### src/hw/rtl/u2a_pkg.sv
// Package for the UTF-8 to Algol character decoder.
// It holds the prefix state codes, status codes, the decode result type and the decode function.
// It depends on nothing else.
package u2a_pkg;

    // Pending UTF-8 prefix codes. Encodings above ST_E2_8F act as idle.
    localparam logic [3:0] ST_IDLE  = 4'd0;
    localparam logic [3:0] ST_C2    = 4'd1;
    localparam logic [3:0] ST_C3    = 4'd2;
    localparam logic [3:0] ST_E2    = 4'd3;
    localparam logic [3:0] ST_E2_86 = 4'd4;
    localparam logic [3:0] ST_E2_88 = 4'd5;
    localparam logic [3:0] ST_E2_89 = 4'd6;
    localparam logic [3:0] ST_E2_8A = 4'd7;
    localparam logic [3:0] ST_E2_8F = 4'd8;

    // Result status codes.
    localparam logic [1:0] STAT_CHAR = 2'd0;
    localparam logic [1:0] STAT_END  = 2'd1;
    localparam logic [1:0] STAT_BAD  = 2'd2;

    localparam logic [7:0] END_CODE = 8'd255;

    typedef struct packed {
        logic       has_result;
        logic [1:0] status;
        logic [7:0] value;
        logic [3:0] next_state;
    } decode_t;

    // Decodes one byte in the given prefix state.
    function automatic decode_t decode(input logic [3:0] state, input logic [7:0] b,
                                       input logic eoi);
        decode_t    d;
        logic       hit;
        logic [7:0] code;
        logic       pend;
        logic [3:0] nxt;
        hit  = 1'b1;
        code = 8'd0;
        pend = 1'b0;
        nxt  = ST_IDLE;
        if (eoi)
        begin
            code = END_CODE;
        end
        else
        begin
            case (state)
                ST_C2:
                begin
                    hit  = (b == 8'hAC);
                    code = 8'd76;
                end
                ST_C3:
                begin
                    if (b == 8'h97)
                        code = 8'd66;
                    else if (b == 8'hB7)
                        code = 8'd68;
                    else
                        hit = 1'b0;
                end
                ST_E2:
                begin
                    pend = 1'b1;
                    case (b)
                        8'h86:   nxt = ST_E2_86;
                        8'h88:   nxt = ST_E2_88;
                        8'h89:   nxt = ST_E2_89;
                        8'h8A:   nxt = ST_E2_8A;
                        8'h8F:   nxt = ST_E2_8F;
                        default:
                        begin
                            pend = 1'b0;
                            hit  = 1'b0;
                        end
                    endcase
                end
                ST_E2_86:
                begin
                    hit  = (b == 8'h91);
                    code = 8'd69;
                end
                ST_E2_88:
                begin
                    if (b == 8'hA7)
                        code = 8'd77;
                    else if (b == 8'hA8)
                        code = 8'd78;
                    else
                        hit = 1'b0;
                end
                ST_E2_89:
                begin
                    case (b)
                        8'hA0:   code = 8'd75;
                        8'hA1:   code = 8'd80;
                        8'hA4:   code = 8'd73;
                        8'hA5:   code = 8'd71;
                        default: hit = 1'b0;
                    endcase
                end
                ST_E2_8A:
                begin
                    hit  = (b == 8'h83);
                    code = 8'd79;
                end
                ST_E2_8F:
                begin
                    hit  = (b == 8'hA8);
                    code = 8'd89;
                end
                default:
                begin
                    // Idle, and any unused prefix encoding.
                    if (b >= 8'h30 && b <= 8'h39)
                        code = b - 8'h30;
                    else if (b >= 8'h61 && b <= 8'h7A)
                        code = b - 8'h61 + 8'd10;
                    else if (b >= 8'h41 && b <= 8'h5A)
                        code = b - 8'h41 + 8'd37;
                    else
                    begin
                        case (b)
                            8'h2B:   code = 8'd64;
                            8'h2D:   code = 8'd65;
                            8'h2A:   code = 8'd66;
                            8'h2F:   code = 8'd67;
                            8'h3E:   code = 8'd70;
                            8'h3D:   code = 8'd72;
                            8'h3C:   code = 8'd74;
                            8'h2C:   code = 8'd87;
                            8'h2E:   code = 8'd88;
                            8'h40:   code = 8'd89;
                            8'h3A:   code = 8'd90;
                            8'h3B:   code = 8'd91;
                            8'h20:   code = 8'd93;
                            8'h28:   code = 8'd98;
                            8'h29:   code = 8'd99;
                            8'h5B:   code = 8'd100;
                            8'h5D:   code = 8'd101;
                            8'h60:   code = 8'd102;
                            8'h27:   code = 8'd103;
                            8'h09:   code = 8'd118;
                            8'h0A:   code = 8'd119;
                            8'h0D:   pend = 1'b1;
                            8'h22:   code = 8'd121;
                            8'h3F:   code = 8'd122;
                            8'h7C:   code = 8'd162;
                            8'h5F:   code = 8'd163;
                            8'hC2:
                            begin
                                pend = 1'b1;
                                nxt  = ST_C2;
                            end
                            8'hC3:
                            begin
                                pend = 1'b1;
                                nxt  = ST_C3;
                            end
                            8'hE2:
                            begin
                                pend = 1'b1;
                                nxt  = ST_E2;
                            end
                            default: hit = 1'b0;
                        endcase
                    end
                end
            endcase
        end
        d.has_result = !pend;
        d.next_state = nxt;
        if (eoi)
        begin
            d.status = STAT_END;
            d.value  = END_CODE;
        end
        else if (!hit)
        begin
            d.status = STAT_BAD;
            d.value  = b;
        end
        else
        begin
            d.status = STAT_CHAR;
            d.value  = code;
        end
        return d;
    endfunction

endpackage

### src/hw/rtl/utf8_to_algol_char_decoder.sv
// An accepted byte waits in the input register and is decoded against the prefix register;
// its result is then registered. Throughput: one byte per cycle unless a stalled result blocks it.
// The result register lets a new byte be taken while a finished code waits downstream.
// Reset (rst_n, asynchronous, active low) empties both registers and returns the prefix to idle.
// File: top level of the UTF-8 to Algol character decoder; depends on u2a_pkg.
module utf8_to_algol_char_decoder
(
    input  logic       clk,
    input  logic       rst_n,
    input  logic       byte_valid,
    output logic       byte_stall,
    input  logic [7:0] data_byte,
    input  logic       end_of_input,
    output logic       code_valid,
    input  logic       code_stall,
    output logic [1:0] status,
    output logic [7:0] value
);

    // Input register. The accepted transaction waits here while it is decoded.
    logic       s1_valid_reg;
    logic [7:0] s1_byte_reg;
    logic       s1_eoi_reg;

    // Pending UTF-8 prefix. Only the item in the input register reads it, and it
    // is updated when that item leaves, so successive bytes see the right state.
    logic [3:0] prefix_reg;

    // Result register driving the output channel.
    logic       out_valid_reg;
    logic [1:0] out_status_reg;
    logic [7:0] out_value_reg;

    u2a_pkg::decode_t dec;
    logic             out_free;
    logic             s1_move;
    logic             s1_load;

    always_comb
    begin
        dec = u2a_pkg::decode(prefix_reg, s1_byte_reg, s1_eoi_reg);
    end

    // The result register can take a new result when it is empty or is being drained.
    // An item that gives no result (a lead byte, an E2 second byte or a carriage return) never waits.
    assign out_free   = !out_valid_reg || !code_stall;
    assign s1_move    = s1_valid_reg && (!dec.has_result || out_free);
    assign byte_stall = s1_valid_reg && !s1_move;
    assign s1_load    = byte_valid && !byte_stall;

    always_ff @(posedge clk or negedge rst_n)
    begin
        if (!rst_n)
        begin
            s1_valid_reg  <= 1'b0;
            prefix_reg    <= u2a_pkg::ST_IDLE;
            out_valid_reg <= 1'b0;
        end
        else
        begin
            if (s1_load)
                s1_valid_reg <= 1'b1;
            else if (s1_move)
                s1_valid_reg <= 1'b0;

            if (s1_move)
                prefix_reg <= dec.next_state;

            if (s1_move && dec.has_result)
                out_valid_reg <= 1'b1;
            else if (!code_stall)
                out_valid_reg <= 1'b0;
        end
    end

    // Payload registers carry no reset.
    always_ff @(posedge clk)
    begin
        if (s1_load)
        begin
            s1_byte_reg <= data_byte;
            s1_eoi_reg  <= end_of_input;
        end
        if (s1_move && dec.has_result)
        begin
            out_status_reg <= dec.status;
            out_value_reg  <= dec.value;
        end
    end

    assign code_valid = out_valid_reg;
    assign status     = out_status_reg;
    assign value      = out_value_reg;

`ifndef SYNTH
    // The prefix register only ever holds a defined prefix code.
    a_prefix_defined: assert property (@(posedge clk) disable iff (!rst_n)
        prefix_reg <= u2a_pkg::ST_E2_8F)
        else $error("prefix register holds an unused code");

    // End of input always leaves the decoder idle.
    a_end_clears_prefix: assert property (@(posedge clk) disable iff (!rst_n)
        (s1_move && s1_eoi_reg) |=> (prefix_reg == u2a_pkg::ST_IDLE))
        else $error("prefix not cleared after end of input");

    // An end-of-input result always carries the end code.
    a_end_value: assert property (@(posedge clk) disable iff (!rst_n)
        (out_valid_reg && out_status_reg == u2a_pkg::STAT_END)
            |-> (out_value_reg == u2a_pkg::END_CODE))
        else $error("end result without end code");

    // A result waiting downstream is never overwritten by a decoded item.
    a_no_overwrite: assert property (@(posedge clk) disable iff (!rst_n)
        (out_valid_reg && code_stall) |-> !(s1_move && dec.has_result))
        else $error("stalled result overwritten");
`endif

endmodule

### config.mk
export PLATFORM = sky130hd
export DESIGN_NAME = utf8_to_algol_char_decoder
export DESIGN_NICKNAME = d
export VERILOG_FILES = /design/src/hw/rtl/u2a_pkg.sv /design/src/hw/rtl/utf8_to_algol_char_decoder.sv
export SDC_FILE = /design/constraint.sdc
export NUM_CORES = 1
export LEC_CHECK = 0
export BUFFER_PORTS_ARGS = -buffer_cell sky130_fd_sc_hd__buf_2
export CELL_PAD_IN_SITES_DETAIL_PLACEMENT = 1
export CELL_PAD_IN_SITES_GLOBAL_PLACEMENT = 1
export CORE_MARGIN = 5
export CORE_UTILIZATION = 40
export DETAILED_ROUTE_END_ITERATION = 7
export GPL_ROUTABILITY_DRIVEN = 1
export PLACE_DENSITY_LB_ADDON = 0.25
export SLEW_MARGIN = 20
export SYNTH_ARGS = -nofsm -noshare
export SYNTH_HDL_FRONTEND = slang
export SYNTH_SLANG_ARGS = --single-unit
### constraint.sdc
create_clock -name clk -period 3.6 [get_ports clk]
set_input_delay 0.54 -clock clk [delete_from_list [all_inputs] [get_ports clk]]
set_output_delay 0.54 -clock clk [all_outputs]
set_load 0.1 [all_outputs]
==> impl_metrics.csv, run 1 <==
group,metric,value,unit
status,outcome,"complete, no violations",
worst_setup_path,endpoint_kind,"output port",
logic_synthesis,yosysWarnings,0,
floorplanning,coreArea,6719,um^2
logic_synthesis,yosysMostFrequentCell,"o21ai_0",
grt,top_usage_layer,"met2",
logic_synthesis,ys_top_cells_by_area,"edfxtp_1 (21%), ha_1 (6.4%), o21ai_0 (5.9%)",
cells_and_area,fin_cells,457,
placement,post-place-cells,453,
worst_setup_path,worstSetupPathType,"reg -> out",
grt,grtUsageMet2,0.4097,
routing,routed-via-count,2996,
cells_and_area,antennaDiodeCount,0,
worst_setup_path,path_cells,"inv_1 -> ha_1 -> nor2b_4 -> o221a_1 -> or4_4 -> a41o_2 -> nand3_1 -> nand2_1 -> nor2_4 -> buf_12",
power_and_ir_drop,power_frac_seq,0.383,
placement,gp_congestion,0.9835,
worst_setup_path,path_max_fanout,8,
floorplanning,dieArea,8578,um^2
logic_synthesis,seq_area_frac_synth,0.2640,
grt,gr-usage-all-layers,0.2546,
timing,period_share,0.9629,
grt,grt_pass1_vias,2910,
grt,grt_pass1_wl,16.87,mm
cells_and_area,final_core_util,0.4609,
routing,drc,0,
clock_network,post-cts-setup-buffer-count,0,
grt,grt_use_met1,0.3442,
clock_network,clkTransAtPathRegs,100,ps
power_and_ir_drop,p_leak,1.187,nW
cells_and_area,drive_above_1_share,0.2069,
timing,final.setup.tns,0,ps
grt,use_met3,0.04305,
power_and_ir_drop,pwr-share-comb,0.419,
cells_and_area,layout.nets,405,
logic_synthesis,synth_area_leader_cell,"edfxtp_1",
logic_synthesis,synth_edf_count,19,
logic_synthesis,syn_inst,343,
timing,fmax,288.5,MHz
logic_synthesis,ys_types,66,
routing,wl,10.80,mm
grt,grt_overflow_total,0,
clock_network,clock_sinks,25,
power_and_ir_drop,internal-power,0.5352,mW
power_and_ir_drop,p_per_area,301.7,nW/um^2
logic_synthesis,synth_top_area_frac,0.2090,
worst_setup_path,critPathMaxStageDelay,520,ps
grt,grt_max_degree,18,
clock_network,htreeDepth,1,
power_and_ir_drop,swShare,0.4271,
power_and_ir_drop,clkPwrFrac,0.198,
routing,ant_nets,0,
floorplanning,num_rows,30,
floorplanning,die_x,92.62,um
floorplanning,start_util,0.4063,
worst_setup_path,cp_top_family,"simple AND/OR/NAND/NOR gates",
logic_synthesis,ys.flop_type,"edfxtp_1",
routing,vias_per_cell,6.556,
worst_setup_path,worst-path-buf-inv,2,
routing,drt_iter0_drc,306,
worst_hold_path,hold_path_class,"in -> async",
logic_synthesis,synth.avg_cell_area,7.960,um^2
timing,min_period,3466,ps
worst_setup_path,arrival,2930,ps
logic_synthesis,synth_seq_cells,25,
timing,finalSetupViolCount,0,
placement,io_buffers,24,
clock_network,cts_tree,"yes",
clock_network,cts_root_buf,"clkbuf_8",
grt,antenna_found_initial,0,
clock_network,cts_hold_buf,0,
routing,wl_per_cell,23.63,um
worst_setup_path,worstPathRequired,3060,ps
power_and_ir_drop,ir_drop,0.1644,mV
clock_network,cts_buffers,3,
clock_network,cts_buffer_depth,2,
floorplanning,dieHeight,92.62,um
timing,maxSlewViolCount,0,
power_and_ir_drop,p_switching,0.3990,mW
clock_network,insertion_delay,280,ps
cells_and_area,area_growth,13.43,%
timing,rsz0062_at_grt,"false",
timing,hold_viol,0,
logic_synthesis,async_flop_share,0.2400,
timing,worstMarginPinSlew,701.9,ps
logic_synthesis,ys_top_cells_by_count,"o21ai_0 (32), nand2_1 (28), nor2_1 (26)",
logic_synthesis,syn_nets,370,
timing,finClkSkew,6.698,ps
routing,dr.pass1.iters,5,
placement,dpl.hpwl,8.433,mm
run,cap_viol_max_count,0,
worst_setup_path,reg2reg_slack,360,ps
worst_setup_path,startpoint_type,"flip-flop",
timing,slew_headroom,0.5255,
worst_setup_path,worst_path_max_delay_cell,"or4_4",
floorplanning,ios,25,
logic_synthesis,syn-cell-area,2730,um^2
-- stage by stage --
step / setup slack, ps / power [mW] / cell area [um^2] / hold slack, ps
6_report: 133.6 / 0.9342 / 3097 / 54.87
5_1_grt: 15.03 / 0.9748 / 3097 / 47.57
4_1_cts: 143.4 / 0.9354 / 3089 / 50.39
3_5_place_dp: 144.3 / 0.7474 / 3040 / 370.9
3_3_place_gp: 346.2 / 0.7429 / 3040 / 369.1
2_1_floorplan: 236.7 / 0.6317 / 2738 / 244.4
-- power groups by stage --
stage                     Combinational [mW]  Sequential (mW)  Clock, mW
after floorplan                        0.186            0.446          0
after global placement                 0.381            0.362          0
after detailed placement               0.384            0.363          0
after CTS                              0.386            0.357      0.193
after global routing                   0.412            0.360      0.204
final                                  0.392            0.357      0.185
-- final cells by class --
class | instances | area (um^2)
clock buffers | 3 | 41.29
clock inverters | 1 | 7.507
fillers | 867 | 3622
inverters | 20 | 75.07
multi-input cells | 268 | 1747
flip-flops and latches | 25 | 720.7
well taps | 80 | 100.1
repair buffers | 60 | 405.4
-- cells in the final DEF, fill, tap and decap left out, types with 7 or more instances in the layout --
cell,n
nor2_1,25
buf_2,23
inv_1,19
edfxtp_1,19
nand2b_1,8
nand3_1,17
and3_1,7
o21ai_0,32
a21oi_1,17
buf_4,36
ha_1,14
nor3_1,7
nand2_1,28
-- metal layers --
| metal | part of all wire | up-vias | routed length, um |
|---|---|---|---|
| met5 | 0 | - | 0 |
| met4 | 0.040 | 0 | 436 |
| met3 | 0.081 | 38 | 877 |
| met2 | 0.45 | 178 | 4896 |
| met1 | 0.42 | 1433 | 4590 |
| li1 | - | 1347 | - |
-- cell families after synthesis --
| kind of cell | Yosys count | share of synthesized area |
|---|---|---|
| xor+xnor | 7 | 0.02246 |
| buf+inv | 50 | 0.1017 |
| simple gates | 133 | 0.2635 |
| flops | 25 | 0.2640 |
| fa+ha+maj | 14 | 0.06416 |
| compound gates | 114 | 0.2841 |
-- worst register-to-register path, stage by stage, from the launching register on --
cell,delay (ps)
edfxtp_1,520
ha_1,360
buf_4,200
o21ai_0,320
a21oi_1,140
a31oi_1,250
or4b_2,650
a21oi_1,170
nor3_1,70
a221o_1,320
-- path summary, 6_finish.rpt --
kind / start / endpoint / depth (start not counted)
max in group asynchronous: rst_n / prefix_reg[1]$_DFFE_PN0P_ / 1
max reg2reg: s1_byte_reg[0]$_DFFE_PP_ / value[4]$_SDFFCE_PP1P_ / 9
min reg2reg: code_valid$_DFFE_PN0P_ / code_valid$_DFFE_PN0P_ / 2
min: rst_n / prefix_reg[3]$_DFFE_PN0P_ / 1
max: s1_byte_reg[0]$_DFFE_PP_ / byte_stall / 10
min in group clk: end_of_input / s1_eoi_reg$_DFFE_PP_ / 1
-- repair_timing --
action / CTS / global route
resized for setup: 0 / 2
setup endpoints to repair: 0 / 11
hold endpoints to repair: 0 / 0
(Power assumes the default switching activity.)
==> inputs of run 2 (changes only) <==
--- a/config.mk
+++ b/config.mk
@@ -5,11 +5,13 @@
 export SDC_FILE = /design/constraint.sdc
 export NUM_CORES = 1
 export LEC_CHECK = 0
+export ABC_AREA = 1
 export BUFFER_PORTS_ARGS = -buffer_cell sky130_fd_sc_hd__buf_2
 export CELL_PAD_IN_SITES_DETAIL_PLACEMENT = 1
 export CELL_PAD_IN_SITES_GLOBAL_PLACEMENT = 1
 export CORE_MARGIN = 5
 export CORE_UTILIZATION = 40
+export CTS_CLUSTER_SIZE = 30
 export DETAILED_ROUTE_END_ITERATION = 7
 export GPL_ROUTABILITY_DRIVEN = 1
 export PLACE_DENSITY_LB_ADDON = 0.25
==> impl_metrics.csv, run 2 <==
group,metric,value,unit
routing,wl,10.06,mm
clock_network,cts_buffers,3,
timing,period_share,0.9135,
routing,wl_per_cell,17.65,um
logic_synthesis,ys_types,37,
power_and_ir_drop,p_leak,1.643,nW
clock_network,htreeDepth,1,
status,outcome,"complete, no violations",
logic_synthesis,synth_seq_cells,25,
floorplanning,start_util,0.4162,
cells_and_area,final_core_util,0.4505,
logic_synthesis,yosysMostFrequentCell,"nand2_1",
run,cap_viol_max_count,0,
worst_setup_path,rr_worst_depth,14,
logic_synthesis,ys_top_cells_by_area,"edfxtp_1 (20%), nand2_1 (20%), nand3_1 (8.4%)",
routing,dr.pass1.iters,4,
floorplanning,dieArea,8938,um^2
power_and_ir_drop,power_frac_seq,0.378,
cells_and_area,layout.nets,502,
cells_and_area,layout_common_cells,"nand2_1 (152), nor2_1 (59), nand3_1 (48), inv_1 (39), buf_2 (23)",
routing,drc,0,
logic_synthesis,seq_area_frac_synth,0.2521,
power_and_ir_drop,swShare,0.4829,
grt,grt_pass1_wl,16.22,mm
grt,grt_max_degree,17,
floorplanning,die_x,94.54,um
timing,hold_viol,0,
worst_setup_path,critical_path.reg2reg.endpoint,"value[6]$_SDFFCE_PP1P_",
cells_and_area,drive_above_1_share,0.1308,
logic_synthesis,yosysWarnings,0,
logic_synthesis,syn_inst,455,
clock_network,clkTransAtPathRegs,90,ps
worst_setup_path,reg2reg_from,"s1_byte_reg[4]$_DFFE_PP_",
grt,grt_pass1_vias,3153,
routing,drt_iter0_drc,232,
timing,final.setup.tns,0,ps
grt,gr-usage-all-layers,0.2326,
clock_network,cts_tree,"yes",
floorplanning,num_rows,30,
worst_setup_path,endpoint_kind,"output port",
cells_and_area,design_area,3094,um^2
logic_synthesis,synth_top_area_frac,0.1996,
power_and_ir_drop,internal-power,0.5340,mW
worst_setup_path,arrival,2750,ps
placement,postPlaceCellArea,3042,um^2
logic_synthesis,synth_edf_count,19,
logic_synthesis,ys_top_cells_by_count,"nand2_1 (152), nor2_1 (59), nand3_1 (48), inv_1 (39)",
cells_and_area,area_growth,8.228,%
timing,finalSetupViolCount,0,
worst_setup_path,worstSetupPathType,"reg -> out",
placement,gp_congestion,0.9246,
routing,routed-via-count,3123,
timing,min_period,3289,ps
routing,ant_nets,0,
placement,post-place-cells,566,
grt,antenna_found_initial,0,
timing,rsz0062_at_grt,"false",
logic_synthesis,syn_nets,482,
worst_setup_path,worstPathRequired,3060,ps
grt,grt_overflow_total,0,
timing,hold_slack,64.90,ps
clock_network,cts_hold_buf,0,
timing,finClkSkew,2.193,ps
timing,slew_headroom,0.6048,
logic_synthesis,synth.avg_cell_area,6.283,um^2
logic_synthesis,ys.flop_type,"edfxtp_1",
power_and_ir_drop,ir_drop,0.2759,mV
timing,worstMarginPinSlew,592.8,ps
routing,vias_per_cell,5.479,
clock_network,clock_sinks,25,
logic_synthesis,syn-cell-area,2859,um^2
worst_setup_path,path_max_fanout,9,
floorplanning,coreArea,6869,um^2
worst_hold_path,hold_path_class,"in -> async",
cells_and_area,fin_cells,570,
logic_synthesis,synth_area_leader_cell,"edfxtp_1",
power_and_ir_drop,clkPwrFrac,0.174,
floorplanning,dieHeight,94.54,um
timing,maxSlewViolCount,0,
logic_synthesis,async_flop_share,0.2400,
floorplanning,ios,25,
power_and_ir_drop,p_per_area,333.7,nW/um^2
clock_network,cts_root_buf,"clkbuf_8",
worst_setup_path,reg2reg_slack,660,ps
placement,dpl.hpwl,8.291,mm
cells_and_area,antennaDiodeCount,0,
clock_network,post-cts-setup-buffer-count,0,
placement,io_buffers,24,
worst_setup_path,startpoint_type,"flip-flop",
cells_and_area,final_common_cell,"nand2_1",
timing,fmax,304.1,MHz
clock_network,cts_buffer_depth,2,
power_and_ir_drop,pwr-share-comb,0.448,
clock_network,insertion_delay,280,ps
power_and_ir_drop,p_switching,0.4986,mW
run 2: through the flow:
stage	setup slack (ps)	power, mW
6_report	311.2	1.033
2_1_floorplan	718.2	0.7507
4_1_cts	225.4	1.031
3_3_place_gp	642.5	0.8457
3_5_place_dp	544.4	0.8534
5_1_grt	21.02	1.089
run 2: metal layers:
layer | share of wire | GRT usage | up-vias | wire length, um
met2 | 0.47 | 0.3853 | 101 | 4679
li1 | - | - | 1518 | -
met1 | 0.46 | 0.3207 | 1481 | 4582
met5 | 0 | 0 | - | 0
met3 | 0.052 | 0.03028 | 23 | 521
met4 | 0.027 | 0.05649 | 0 | 276
run 2: worst max-delay path by stage:
| stage | startpoint | to | slack [ps] | cells after the start |
|---|---|---|---|---|
| detailed placement | s1_byte_reg[2]$_DFFE_PP_ | byte_stall | 540 | 12 |
| CTS | s1_byte_reg[2]$_DFFE_PP_ | byte_stall | 230 | 12 |
| global route | s1_byte_reg[2]$_DFFE_PP_ | byte_stall | 20 | 12 |
| global placement | s1_byte_reg[0]$_DFFE_PP_ | byte_stall | 640 | 15 |
| finish | s1_byte_reg[2]$_DFFE_PP_ | byte_stall | 310 | 12 |
| floorplan | s1_byte_reg[2]$_DFFE_PP_ | byte_stall | 720 | 12 |
run 2: power groups by stage:
stage / Combinational (mW) / Sequential (mW) / Clock (mW)
finish: 0.463 / 0.390 / 0.180
global route: 0.498 / 0.393 / 0.198
CTS: 0.460 / 0.389 / 0.181
detailed placement: 0.458 / 0.396 / 0
global placement: 0.452 / 0.394 / 0
floorplan: 0.234 / 0.517 / 0
run 2: critical path: stages, from the launching register on:
cell      delay, ps
edfxtp_1        540
inv_1           210
ha_1            330
nand2_1         180
nand2_1         100
o21ai_1         190
nand2_1          90
nand2_1          70
nand2_1          90
nand3_2         120
nand4_1         130
inv_1            90
clkbuf_4        320
run 2: repair_timing:
action / CTS / global route
resized for setup: 0 / 1
endpoints found under the setup margin: 0 / 1
hold endpoints to repair: 0 / 0
run 2: logic make-up after synthesis:
logic type      Yosys count  share of synthesized area
xor+xnor                  5                    0.01532
buf+inv                  58                    0.09059
simple gates            305                     0.4849
compound gates           48                    0.09584
fa+ha+maj                14                    0.06127
flops                    25                     0.2521
run 2: final cells by class:
| class | count | area, um^2 |
|---|---|---|
| clock inverter | 1 | 8.758 |
| sequential | 25 | 720.7 |
| fill | 950 | 3775 |
| tap | 96 | 120.1 |
| clock buffer | 3 | 41.29 |
| inverter | 47 | 186.4 |
| multi-input combinational | 372 | 1879 |
| timing repair buffer | 26 | 137.6 |
